### config.mk
export PLATFORM = sky130hd
export DESIGN_NAME = srtf_tick_scheduler
export DESIGN_NICKNAME = d
export VERILOG_FILES = /design/src/hdl/srtf_pkg.sv /design/src/hdl/srtf_ctrl.sv /design/src/hdl/srtf_datapath.sv /design/src/hdl/srtf_tick_scheduler.sv
export SDC_FILE = /design/constraint.sdc
export NUM_CORES = 1
export LEC_CHECK = 0
export ABC_AREA = 1
export BUFFER_PORTS_ARGS = -buffer_cell sky130_fd_sc_hd__buf_4
export CORE_ASPECT_RATIO = 2
export CORE_UTILIZATION = 23
export DETAILED_ROUTE_END_ITERATION = 10
export HOLD_SLACK_MARGIN = 0.1
export PLACE_DENSITY = 0.49
export SYNTH_ARGS = -nofsm -noshare
export SYNTH_HDL_FRONTEND = slang
export SYNTH_SLANG_ARGS = --single-unit
### constraint.sdc
create_clock -name aclk -period 8.8 [get_ports aclk]
set_input_delay 1.76 -clock aclk [delete_from_list [all_inputs] [get_ports aclk]]
set_output_delay 1.76 -clock aclk [all_outputs]
set_load 0.1 [all_outputs]
### src/hdl/srtf_pkg.sv
package srtf_pkg;

    localparam int TASK_SLOTS = 16;
    localparam int TIME_BITS  = 24;
    localparam int IDX_BITS   = (TASK_SLOTS > 1) ? $clog2(TASK_SLOTS) : 1;
    localparam int BURST_BITS = 16;
    localparam int CALC_BITS  = (TIME_BITS > BURST_BITS) ? TIME_BITS : BURST_BITS;

    localparam logic OP_LOAD = 1'b0;
    localparam logic OP_TICK = 1'b1;

    typedef struct packed {
        logic        opcode;
        logic [3:0]  slot;
        logic [23:0] arrival;
        logic [15:0] burst;
    } in_item_t;

    typedef struct packed {
        logic [23:0] tick_start;
        logic [3:0]  running;
        logic        idle;
        logic        finished;
        logic [23:0] completion;
        logic [23:0] turnaround;
        logic [23:0] waiting;
        logic        all_done;
    } out_item_t;

    typedef enum logic [1:0] {
        ST_IDLE,
        ST_SCAN,
        ST_UPDATE,
        ST_REPORT
    } state_t;

    typedef struct packed {
        logic load;
        logic tick_begin;
        logic scan;
        logic update;
        logic report;
    } ctrl_cmd_t;

    typedef struct packed {
        logic scan_last;
        logic out_free;
    } ctrl_status_t;

endpackage

### src/hdl/srtf_ctrl.sv
module srtf_ctrl (
    input  logic                  aclk,
    input  logic                  aresetn,
    input  logic                  in_valid,
    input  logic                  in_opcode,
    output logic                  in_ready,
    input  srtf_pkg::ctrl_status_t status,
    output srtf_pkg::ctrl_cmd_t   cmd
);
    import srtf_pkg::*;

    state_t state_reg;
    state_t state_next;

    always_ff @(posedge aclk) begin
        if (!aresetn) begin
            state_reg <= ST_IDLE;
        end else begin
            state_reg <= state_next;
        end
    end

    always_comb begin
        state_next = state_reg;
        cmd        = '0;
        in_ready   = 1'b0;
        case (state_reg)
            ST_IDLE: begin
                in_ready = 1'b1;
                if (in_valid) begin
                    if (in_opcode == OP_TICK) begin
                        cmd.tick_begin = 1'b1;
                        state_next     = ST_SCAN;
                    end else begin
                        cmd.load = 1'b1;
                    end
                end
            end
            ST_SCAN: begin
                cmd.scan = 1'b1;
                if (status.scan_last) begin
                    state_next = ST_UPDATE;
                end
            end
            ST_UPDATE: begin
                cmd.update = 1'b1;
                state_next = ST_REPORT;
            end
            ST_REPORT: begin
                // hold the finished result until the output register frees up
                if (status.out_free) begin
                    cmd.report = 1'b1;
                    state_next = ST_IDLE;
                end
            end
            default: begin
                state_next = ST_IDLE;
            end
        endcase
    end

    assert property (@(posedge aclk) disable iff (!aresetn)
        state_reg == ST_UPDATE |=> state_reg == ST_REPORT)
        else $error("update not followed by report");

    assert property (@(posedge aclk) disable iff (!aresetn)
        (state_reg == ST_SCAN && !status.scan_last) |=> state_reg == ST_SCAN)
        else $error("scan left early");

    assert property (@(posedge aclk) disable iff (!aresetn)
        in_ready |-> state_reg == ST_IDLE)
        else $error("input taken while busy");

endmodule

### src/hdl/srtf_datapath.sv
module srtf_datapath (
    input  logic                   aclk,
    input  logic                   aresetn,
    input  srtf_pkg::in_item_t     in_data,
    input  srtf_pkg::ctrl_cmd_t    cmd,
    output srtf_pkg::ctrl_status_t status,
    output logic                   out_valid,
    input  logic                   out_ready,
    output srtf_pkg::out_item_t    out_data
);
    import srtf_pkg::*;

    localparam logic [TIME_BITS-1:0] TIME_MAX = '1;
    localparam logic [IDX_BITS-1:0]  IDX_LAST = IDX_BITS'(TASK_SLOTS - 1);

    logic [TASK_SLOTS-1:0] valid_reg;
    logic [TASK_SLOTS-1:0] pending_reg;
    logic [TIME_BITS-1:0]  arrival_mem [TASK_SLOTS];
    logic [BURST_BITS-1:0] burst_mem [TASK_SLOTS];
    logic [BURST_BITS-1:0] remain_mem [TASK_SLOTS];

    logic [TIME_BITS-1:0]  time_reg;
    logic [TIME_BITS-1:0]  start_reg;
    logic [IDX_BITS-1:0]   idx_reg;

    logic                  best_v_reg;
    logic [IDX_BITS-1:0]   best_idx_reg;
    logic [BURST_BITS-1:0] best_rem_reg;
    logic [TIME_BITS-1:0]  best_arr_reg;
    logic [BURST_BITS-1:0] best_burst_reg;

    logic                  res_fin_reg;
    logic [TIME_BITS-1:0]  res_comp_reg;
    logic [CALC_BITS-1:0]  res_tat_reg;

    logic                  out_valid_reg;
    out_item_t             out_data_reg;

    logic                  load_ok;
    logic [IDX_BITS-1:0]   load_idx;
    logic                  cand;
    logic                  better;
    logic [TIME_BITS-1:0]  time_next;
    logic [BURST_BITS-1:0] rem_next;
    logic                  fin_next;
    logic [CALC_BITS-1:0]  burst_ext;
    logic [CALC_BITS-1:0]  wait_val;

    assign load_ok  = int'(in_data.slot) < TASK_SLOTS;
    assign load_idx = IDX_BITS'(in_data.slot);

    assign cand   = valid_reg[idx_reg] && pending_reg[idx_reg] &&
                    (arrival_mem[idx_reg] <= start_reg);
    assign better = !best_v_reg ||
                    (remain_mem[idx_reg] < best_rem_reg) ||
                    ((remain_mem[idx_reg] == best_rem_reg) &&
                     (arrival_mem[idx_reg] < best_arr_reg));

    assign time_next = (start_reg < TIME_MAX) ? start_reg + 1'b1 : start_reg;
    assign rem_next  = (best_rem_reg != '0) ? best_rem_reg - 1'b1 : best_rem_reg;
    assign fin_next  = best_v_reg && (rem_next == '0);

    assign burst_ext = CALC_BITS'(best_burst_reg);
    assign wait_val  = (res_tat_reg >= burst_ext) ? res_tat_reg - burst_ext : '0;

    assign status.scan_last = (idx_reg == IDX_LAST);
    assign status.out_free  = !out_valid_reg || out_ready;

    assign out_valid = out_valid_reg;
    assign out_data  = out_data_reg;

    // slot table and flags
    always_ff @(posedge aclk) begin
        if (!aresetn) begin
            valid_reg   <= '0;
            pending_reg <= '0;
        end else begin
            if (cmd.load && load_ok) begin
                valid_reg[load_idx]   <= 1'b1;
                pending_reg[load_idx] <= (in_data.burst != '0);
            end else if (cmd.update && fin_next) begin
                pending_reg[best_idx_reg] <= 1'b0;
            end
        end
    end

    always_ff @(posedge aclk) begin
        if (cmd.load && load_ok) begin
            arrival_mem[load_idx] <= TIME_BITS'(in_data.arrival);
            burst_mem[load_idx]   <= in_data.burst;
            remain_mem[load_idx]  <= in_data.burst;
        end else if (cmd.update && best_v_reg) begin
            remain_mem[best_idx_reg] <= rem_next;
        end
    end

    always_ff @(posedge aclk) begin
        if (!aresetn) begin
            time_reg <= '0;
        end else if (cmd.update) begin
            time_reg <= time_next;
        end
    end

    // scan over the slots, one per cycle
    always_ff @(posedge aclk) begin
        if (!aresetn) begin
            best_v_reg <= 1'b0;
        end else if (cmd.tick_begin) begin
            best_v_reg <= 1'b0;
        end else if (cmd.scan && cand && better) begin
            best_v_reg <= 1'b1;
        end
    end

    always_ff @(posedge aclk) begin
        if (cmd.tick_begin) begin
            start_reg <= time_reg;
            idx_reg   <= '0;
        end else if (cmd.scan) begin
            idx_reg <= idx_reg + 1'b1;
            if (cand && better) begin
                best_idx_reg   <= idx_reg;
                best_rem_reg   <= remain_mem[idx_reg];
                best_arr_reg   <= arrival_mem[idx_reg];
                best_burst_reg <= burst_mem[idx_reg];
            end
        end
    end

    always_ff @(posedge aclk) begin
        if (cmd.update) begin
            res_fin_reg  <= fin_next;
            res_comp_reg <= time_next;
            res_tat_reg  <= CALC_BITS'(time_next - best_arr_reg);
        end
    end

    always_ff @(posedge aclk) begin
        if (!aresetn) begin
            out_valid_reg <= 1'b0;
        end else if (cmd.report) begin
            out_valid_reg <= 1'b1;
        end else if (out_ready) begin
            out_valid_reg <= 1'b0;
        end
    end

    always_ff @(posedge aclk) begin
        if (cmd.report) begin
            out_data_reg.tick_start <= 24'(start_reg);
            out_data_reg.running    <= best_v_reg ? 4'(best_idx_reg) : 4'd0;
            out_data_reg.idle       <= !best_v_reg;
            out_data_reg.finished   <= res_fin_reg;
            out_data_reg.completion <= res_fin_reg ? 24'(res_comp_reg) : 24'd0;
            out_data_reg.turnaround <= res_fin_reg ? 24'(res_tat_reg) : 24'd0;
            out_data_reg.waiting    <= res_fin_reg ? 24'(wait_val) : 24'd0;
            out_data_reg.all_done   <= ~|(valid_reg & pending_reg);
        end
    end

    assert property (@(posedge aclk) disable iff (!aresetn)
        cmd.report |-> (!out_valid_reg || out_ready))
        else $error("result overwritten before transfer");

    assert property (@(posedge aclk) disable iff (!aresetn)
        out_valid_reg && out_data_reg.finished |-> !out_data_reg.idle)
        else $error("idle tick reports completion");

    assert property (@(posedge aclk) disable iff (!aresetn)
        cmd.update |=> time_reg >= $past(time_reg))
        else $error("time moved backward");

    assert property (@(posedge aclk) disable iff (!aresetn)
        (cmd.update && fin_next) |=> !pending_reg[$past(best_idx_reg)])
        else $error("finished slot still pending");

endmodule

### src/hdl/srtf_tick_scheduler.sv
// Shortest-remaining-time-first tick scheduler.
//
// Input channel s_valid/s_ready/s_data carries load and tick items. A load
// writes a task slot (arrival, burst) and makes no result; the scheduler
// stays ready for the next item. A tick walks all TASK_SLOTS slots, one
// slot per cycle through a single compare unit, then updates the chosen
// slot and the time, then forms the result and offers it on m_valid/m_data
// from the output register. s_ready stays low from the tick's transfer
// until the result has been written, so no new item is taken during a tick.
// Back-to-back loads run at one per cycle.
//
// The result sits in an output register; a new item is taken while it
// waits. If m_ready stays low, a following tick holds in its final step
// until the previous result has been transferred.
//
// Reset (aresetn low, synchronous) clears all valid and pending flags, the
// time and m_valid. Slot contents and the output data are not cleared.
module srtf_tick_scheduler (
    input  logic                aclk,
    input  logic                aresetn,
    input  logic                s_valid,
    output logic                s_ready,
    input  srtf_pkg::in_item_t  s_data,
    output logic                m_valid,
    input  logic                m_ready,
    output srtf_pkg::out_item_t m_data
);
    import srtf_pkg::*;

    ctrl_cmd_t    cmd;
    ctrl_status_t status;

    srtf_ctrl u_ctrl (
        .aclk      (aclk),
        .aresetn   (aresetn),
        .in_valid  (s_valid),
        .in_opcode (s_data.opcode),
        .in_ready  (s_ready),
        .status    (status),
        .cmd       (cmd)
    );

    srtf_datapath u_datapath (
        .aclk      (aclk),
        .aresetn   (aresetn),
        .in_data   (s_data),
        .cmd       (cmd),
        .status    (status),
        .out_valid (m_valid),
        .out_ready (m_ready),
        .out_data  (m_data)
    );

endmodule
# Yosys cells after proc, flatten, opt, wreduce, memory -nomap -nowiden
# Memory sizes are Yosys's and may differ from the RTL's. A register that Yosys moved wholly into a read port is not among the register bits.
# Cells that the tools add are included.
[totals] output_inout_bits=105 ramBits=896 latch_bits=0 mem_bits_ro=0 register_bits=284 wordCells=125 n_memories=3
[mem_list] memory="u_datapath.arrival_mem" words=16 word_bits=24 read_ports=1 rd_ports_with_merged_regs=1 wr=1 line="srtf_datapath.sv:18" text="logic [TIME_BITS-1:0] arrival_mem [TASK_SLOTS];"
[mem_list] memory="u_datapath.burst_mem" words=16 word_bits=16 read_ports=1 rd_ports_with_merged_regs=1 wr=1 line="srtf_datapath.sv:19" text="logic [BURST_BITS-1:0] burst_mem [TASK_SLOTS];"
[mem_list] memory="u_datapath.remain_mem" words=16 word_bits=16 read_ports=1 rd_ports_with_merged_regs=1 wr=1 line="srtf_datapath.sv:20" text="logic [BURST_BITS-1:0] remain_mem [TASK_SLOTS];"
[classes] muxes=41 n_mul=0 eq_ne=9 n_bitwise=6 n_lt_le_gt_ge=10 reduce_logical=29 n_div=0 n_addsub=5 shift=0
[ops] operator="16-bit two-way mux" n=4
[ops] operator="16-bit bitwise AND" n=2
[ops] operator="16-bit nonzero test" n=2
[ops] operator="16-bit OR reduction" n=2
[ops] operator="24-bit by 1-bit adder with 24-bit output (second input constant)" n=1
[ops] operator="24-bit by 16-bit >= comparator with 1-bit output" n=1
[ops] operator="24-bit less-or-equal comparator" n=1
[ops] operator="24-bit less-than comparator" n=1
[ops] operator="24-bit less-than comparator (second input constant)" n=1
[ops] operator="24-bit two-way mux" n=1
[ops] operator="24-bit by 16-bit subtractor with 24-bit output" n=1
[ops] operator="24-bit subtractor" n=1
[ops] operator="4-bit two-way mux" n=5
[ops] operator="1-bit two-way mux" n=19
[ops] operator="16-bit bitwise mux" n=1
[ops] operator="16-bit == test" n=1
[ops] operator="16-bit zero test" n=1
[ops] operator="16-bit less-than comparator" n=1
[ops] operator="16-bit inverter" n=1
[ops] operator="16-bit OR" n=1
[ops] operator="16-bit by 1-bit subtractor with 16-bit output (second input constant)" n=1
[ops] operator="4-bit by 5-bit less-than comparator with 1-bit output (second input constant)" n=3
[ops] operator="2-bit two-way mux" n=6
[ops] operator="1-bit logical AND" n=11
[ops] operator="other kinds (18)" n=31

# Logic depth before layout (Yosys ltp)
[logic_depth] ltp_word=8 mapped_depth=21 depth_no_buf=21

# By module
# From an unflattened synthesis, not the netlist that was laid out.
[unflattened] hier_cells=4167 area_unflattened_um2=50385.8
[modules_own_cells] mod="srtf_datapath" n_inst=1 seq_area_each_um2=35313.9 area_each_um2=50159.4 cells_per_inst=4131
[modules_own_cells] mod="srtf_ctrl" n_inst=1 seq_area_each_um2=40.0 area_each_um2=226.5 cells_per_inst=36

# Worst setup path before layout
# Ideal clock, no wire load.
[synth_timing] path_kind="input -> register" startpoint="in m_ready" endpoint="reg u_datapath.out_data_reg, in the netlist u_datapath.out_data[0], enable pin" arrival_ns=6.743 slack_ns=1.459 path_stages=2 setup_ns=0.598 cell_sequence="inv_1 a21oi_1"
[synth_lines] item="from (decl)" line="srtf_tick_scheduler.sv:25" text="input logic m_ready,"
[synth_lines] item="to (decl)" line="srtf_datapath.sv:37" text="out_item_t out_data_reg;"

==> impl_metrics.yaml <==
routing:
  finalWirelength_mm: 174.8
  firstDrtPassIters: 6
  drc_errors: 0
  avgViaCountPerCell: 4.678
  routedWlPerCell_um: 24.42
  drt.antenna.violating_nets: 0
  drtIter0Drc: 2623
  num_vias: 33473
yosys:
  synth_top_area_frac: 0.6760
  synth-xor-area-share: 0.01132
  synth_simple_gate_area_frac: 0.1077
  dominant_combinational_cell_family_by_area_after_synthesis: "compound AO/OA/AOI/OAI gates"
  synth_top_flop_cell: "sky130_fd_sc_hd__edfxtp_1"
  synth_fa_ha_area_frac: 0.02792
  mappedNetlistArea_mm2: 0.05029
  synth_enable_flop_cells: 1132
  post_synth_inst_count: 4152
  asyncSetResetFlopFracSynth: 0
  syn_area_per_cell_um2: 12.11
  synthesized_nets: 4312
  synth_largest_area_cell: "sky130_fd_sc_hd__edfxtp_1"
  synth_compound_area_frac: 0.1129
  ys_seq_elements: 1200
  portion_of_netlist_area_occupied_by_mux_cells: 0
  synth.most_common_cell: "sky130_fd_sc_hd__edfxtp_1"
  synth_sequential_area_ratio: 0.7031
  synth.top_cells.by_area: "sky130_fd_sc_hd__edfxtp_1, sky130_fd_sc_hd__o21ai_0, sky130_fd_sc_hd__nor2_1"
  synth_top_cells_by_count: "sky130_fd_sc_hd__edfxtp_1, sky130_fd_sc_hd__nor2_1, sky130_fd_sc_hd__o21ai_0, sky130_fd_sc_hd__nand2_1, sky130_fd_sc_hd__inv_1"
  yosys_warnings: 0
  post_synth_num_cell_types: 49
pwr:
  worst_ir_drop_vdd_uv: 204.6
  power_per_cell_area_mw_per_mm2: 296.5
  leakage_nw: 20.15
clock_network:
  ctsResizeCount: 0
  cts.repair_timing.setup_buffer_count: 0
  worst_skew_pair.late_latency_ns: 0.72
  root_buffer: "sky130_fd_sc_hd__clkbuf_16"
  tritoncts: "yes"
  cts_sinks: 1200
  postCtsHoldBufs: 0
  clockBufferDepth: 3
  cts.reportedPaths.clkPinSlew_ns: 0.07
  cts-buffers-inserted: 101
  htree_num_levels: 3
finish:
  final_core_util: 0.2682
  area_delta_synth_final_pct: 15.79
  largest_register_ff_count: 384
  final_net_count: 4424
  reg_top3: "u_datapath.arrival_mem x384, u_datapath.burst_mem x256, u_datapath.remain_mem x256"
  registers.top_by_ff_count: "u_datapath.arrival_mem"
  num-fill-cells: 22245
  ff_latch_area_mm2: 0.03537
  multi_input_combinational_cell_area_mm2: 0.01319
  drive_gt1_frac: 0.1023
grt:
  number_of_antenna_violations_at_the_first_check_in_global_routing: 8
  gr-total-overflow: 0
  grt_pass1_wl_mm: 246.6
  grt_util_all_layers: 0.1541
  grt_pass1_vias: 33966
  grt_start_max_net_pins: 125
timing:
  slew_violations: 0
  final.setup.tns_ns: 0
  achievable_frequency_ghz: 0.1868
  setup-violations-final: 0
  slew-limit-headroom: 0.1780
  worstMarginPinSlew_ns: 1.220
  finalWorstPathRequiredPeriod_ns: 5.353
  unrepaired_setup_endpoints_after_global_routing: "false"
  hold_viol_final: 0
  timing.clock.skew_ns: 0.02644
  period_share: 0.6083
critical_path:
  crit_chain: "buf_4 -> o221ai_1 -> nand3_1 -> nand2_1 -> ha_1 -> nand2_1 -> nor2_1 -> nand4_1 -> nor4b_1 -> nand2_1 -> nand2_1 -> a21oi_4 -> buf_12"
  setup.worst_path.class: "flop to flop"
  critical_path.max_fanout: 64
  timing.reg2reg.setup_slack_ns: 3.45
  cp-start-kind: "flop"
  worst_ep_arrival_time_ns: 5.79
  timing.critical_path.mode_cell: "sky130_fd_sc_hd__nand2_1"
  crit_path_max_incr_delay_ns: 0.79
  crit_path_top_delay_cell: "sky130_fd_sc_hd__nor4b_1"
  critical_path_endpoint_category: "flop"
  crit_family: "simple AND/OR/NAND/NOR gates"
  cp.required_ns: 9.23
  crit_buf_inv: 2
floorplan:
  num_io_pins: 154
  die-height_um: 663.3
  die_width_um: 332.6
  die_area_mm2: 0.2206
  row_count: 242
  initial_utilization: 0.2316
  floorplan.core_area_mm2: 0.2171
place:
  post_detailed_placement_half_perimeter_wirelength_mm: 116.8
  place.gp.congestion: 0.9276
  placement.io_buffers: 153
run:
  maximum_capacitance_violations: 0
hold_path:
  min-delay-path-class: "flop to flop"
run_status:
  run_status: "finished, final reports clean"
path summary, 6_finish.rpt:
check,startpoint,endpoint,depth (start not counted)
hold / removal,u_datapath.time_reg[19]$_SDFFE_PN0P_,u_datapath.start_reg[19]$_DFFE_PP_,0
hold reg to reg,u_datapath.time_reg[19]$_SDFFE_PN0P_,u_datapath.start_reg[19]$_DFFE_PP_,0
setup / recovery,flop,u_datapath.best_burst_reg[5]$_DFFE_PP_,13
setup reg to reg,flop,u_datapath.best_burst_reg[5]$_DFFE_PP_,13
cell usage in the layout, fill, tap and decap left out, types with 4 or more instances in the layout:
cell type and count:
sky130_fd_sc_hd__edfxtp_1 1132, sky130_fd_sc_hd__clkinv_1 24, sky130_fd_sc_hd__buf_4 213, sky130_fd_sc_hd__nand4_1 29, sky130_fd_sc_hd__nor3_1 23, sky130_fd_sc_hd__a21o_1 5, sky130_fd_sc_hd__buf_12 5, sky130_fd_sc_hd__a221oi_1 4
sky130_fd_sc_hd__a32o_1 15, sky130_fd_sc_hd__nor2_4 4, sky130_fd_sc_hd__inv_1 261, sky130_fd_sc_hd__xor2_1 54, sky130_fd_sc_hd__o22ai_1 78, sky130_fd_sc_hd__or2_2 7, sky130_fd_sc_hd__inv_2 18, sky130_fd_sc_hd__dfxtp_4 4
sky130_fd_sc_hd__bufinv_16 14, sky130_fd_sc_hd__nand2_1 468, sky130_fd_sc_hd__nand3_1 133, sky130_fd_sc_hd__a31oi_1 5, sky130_fd_sc_hd__dfxtp_1 62, sky130_fd_sc_hd__clkinv_2 18, sky130_fd_sc_hd__o211ai_1 51, sky130_fd_sc_hd__ha_1 108
sky130_fd_sc_hd__inv_6 4, sky130_fd_sc_hd__xnor2_1 11, sky130_fd_sc_hd__nor4_1 9, sky130_fd_sc_hd__o21ai_0 512, sky130_fd_sc_hd__clkbuf_1 14, sky130_fd_sc_hd__clkinvlp_4 5, sky130_fd_sc_hd__nor2_2 22, sky130_fd_sc_hd__o21bai_1 5
sky130_fd_sc_hd__clkbuf_16 103, sky130_fd_sc_hd__a21oi_1 100, sky130_fd_sc_hd__o21ai_2 8, sky130_fd_sc_hd__nor2_1 632, sky130_fd_sc_hd__o221ai_1 144, sky130_fd_sc_hd__a211oi_1 4
cell families after synthesis:
family / after synthesis
AND/OR/NAND/NOR: 1338
XOR/XNOR: 65
AO/OA/AOI/OAI: 946
buffers and inverters: 492
flip-flops: 1200
adder cells (fa/ha/maj): 111
worst register-to-register path, delay by kind of cell, from the launching register on:
family          cells  cell delay (ns)
compound gates      2             0.62
simple gates        8             2.19
buf+inv             2             1.07
flops               1             0.72
fa+ha+maj           1             0.45
layer usage:
metal | part of all wire | vias to the layer above | GRT usage
met5 | 0.00019 | - | 0
met2 | 0.54 | 920 | 0.2953
met4 | 0.066 | 6 | 0.09386
met3 | 0.034 | 339 | 0.01709
li1 | - | 15251 | -
met1 | 0.36 | 16957 | 0.1578
stage by stage:
stage	area, um2	hold WS (ns)	worst slack, ns	instances	power (mW)
final	58230	0.4302	3.447	7156	17.26
after floorplan	50290	0.4029	1.459	4152	10.49
after CTS	58220	0.4310	3.322	7154	17.42
after global placement	54850	0.4121	3.322	6967	12.74
after global routing	58230	0.4378	3.180	7155	18.03
after detailed placement	54850	0.4159	3.325	6967	12.73
where the power goes:
part / leakage [nW] / total, mW / switching, mW / internal, mW
logic: 7.72 / 5.57 / 4.14 / 1.43
registers: 10.8 / 6.99 / 0.261 / 6.73
clock network: 1.64 / 4.71 / 2.14 / 2.56
final cells by class:
type,count,area share
clock inverters,70,0.01281
inverters,283,0.01844
repair buffers,218,0.02918
flip-flops and latches,1200,0.6075
multi-input cells,2460,0.2266
diodes,2,0.00008595
clock buffers,117,0.04517
well taps,2806,0.06029
(Power assumes the default switching activity.)
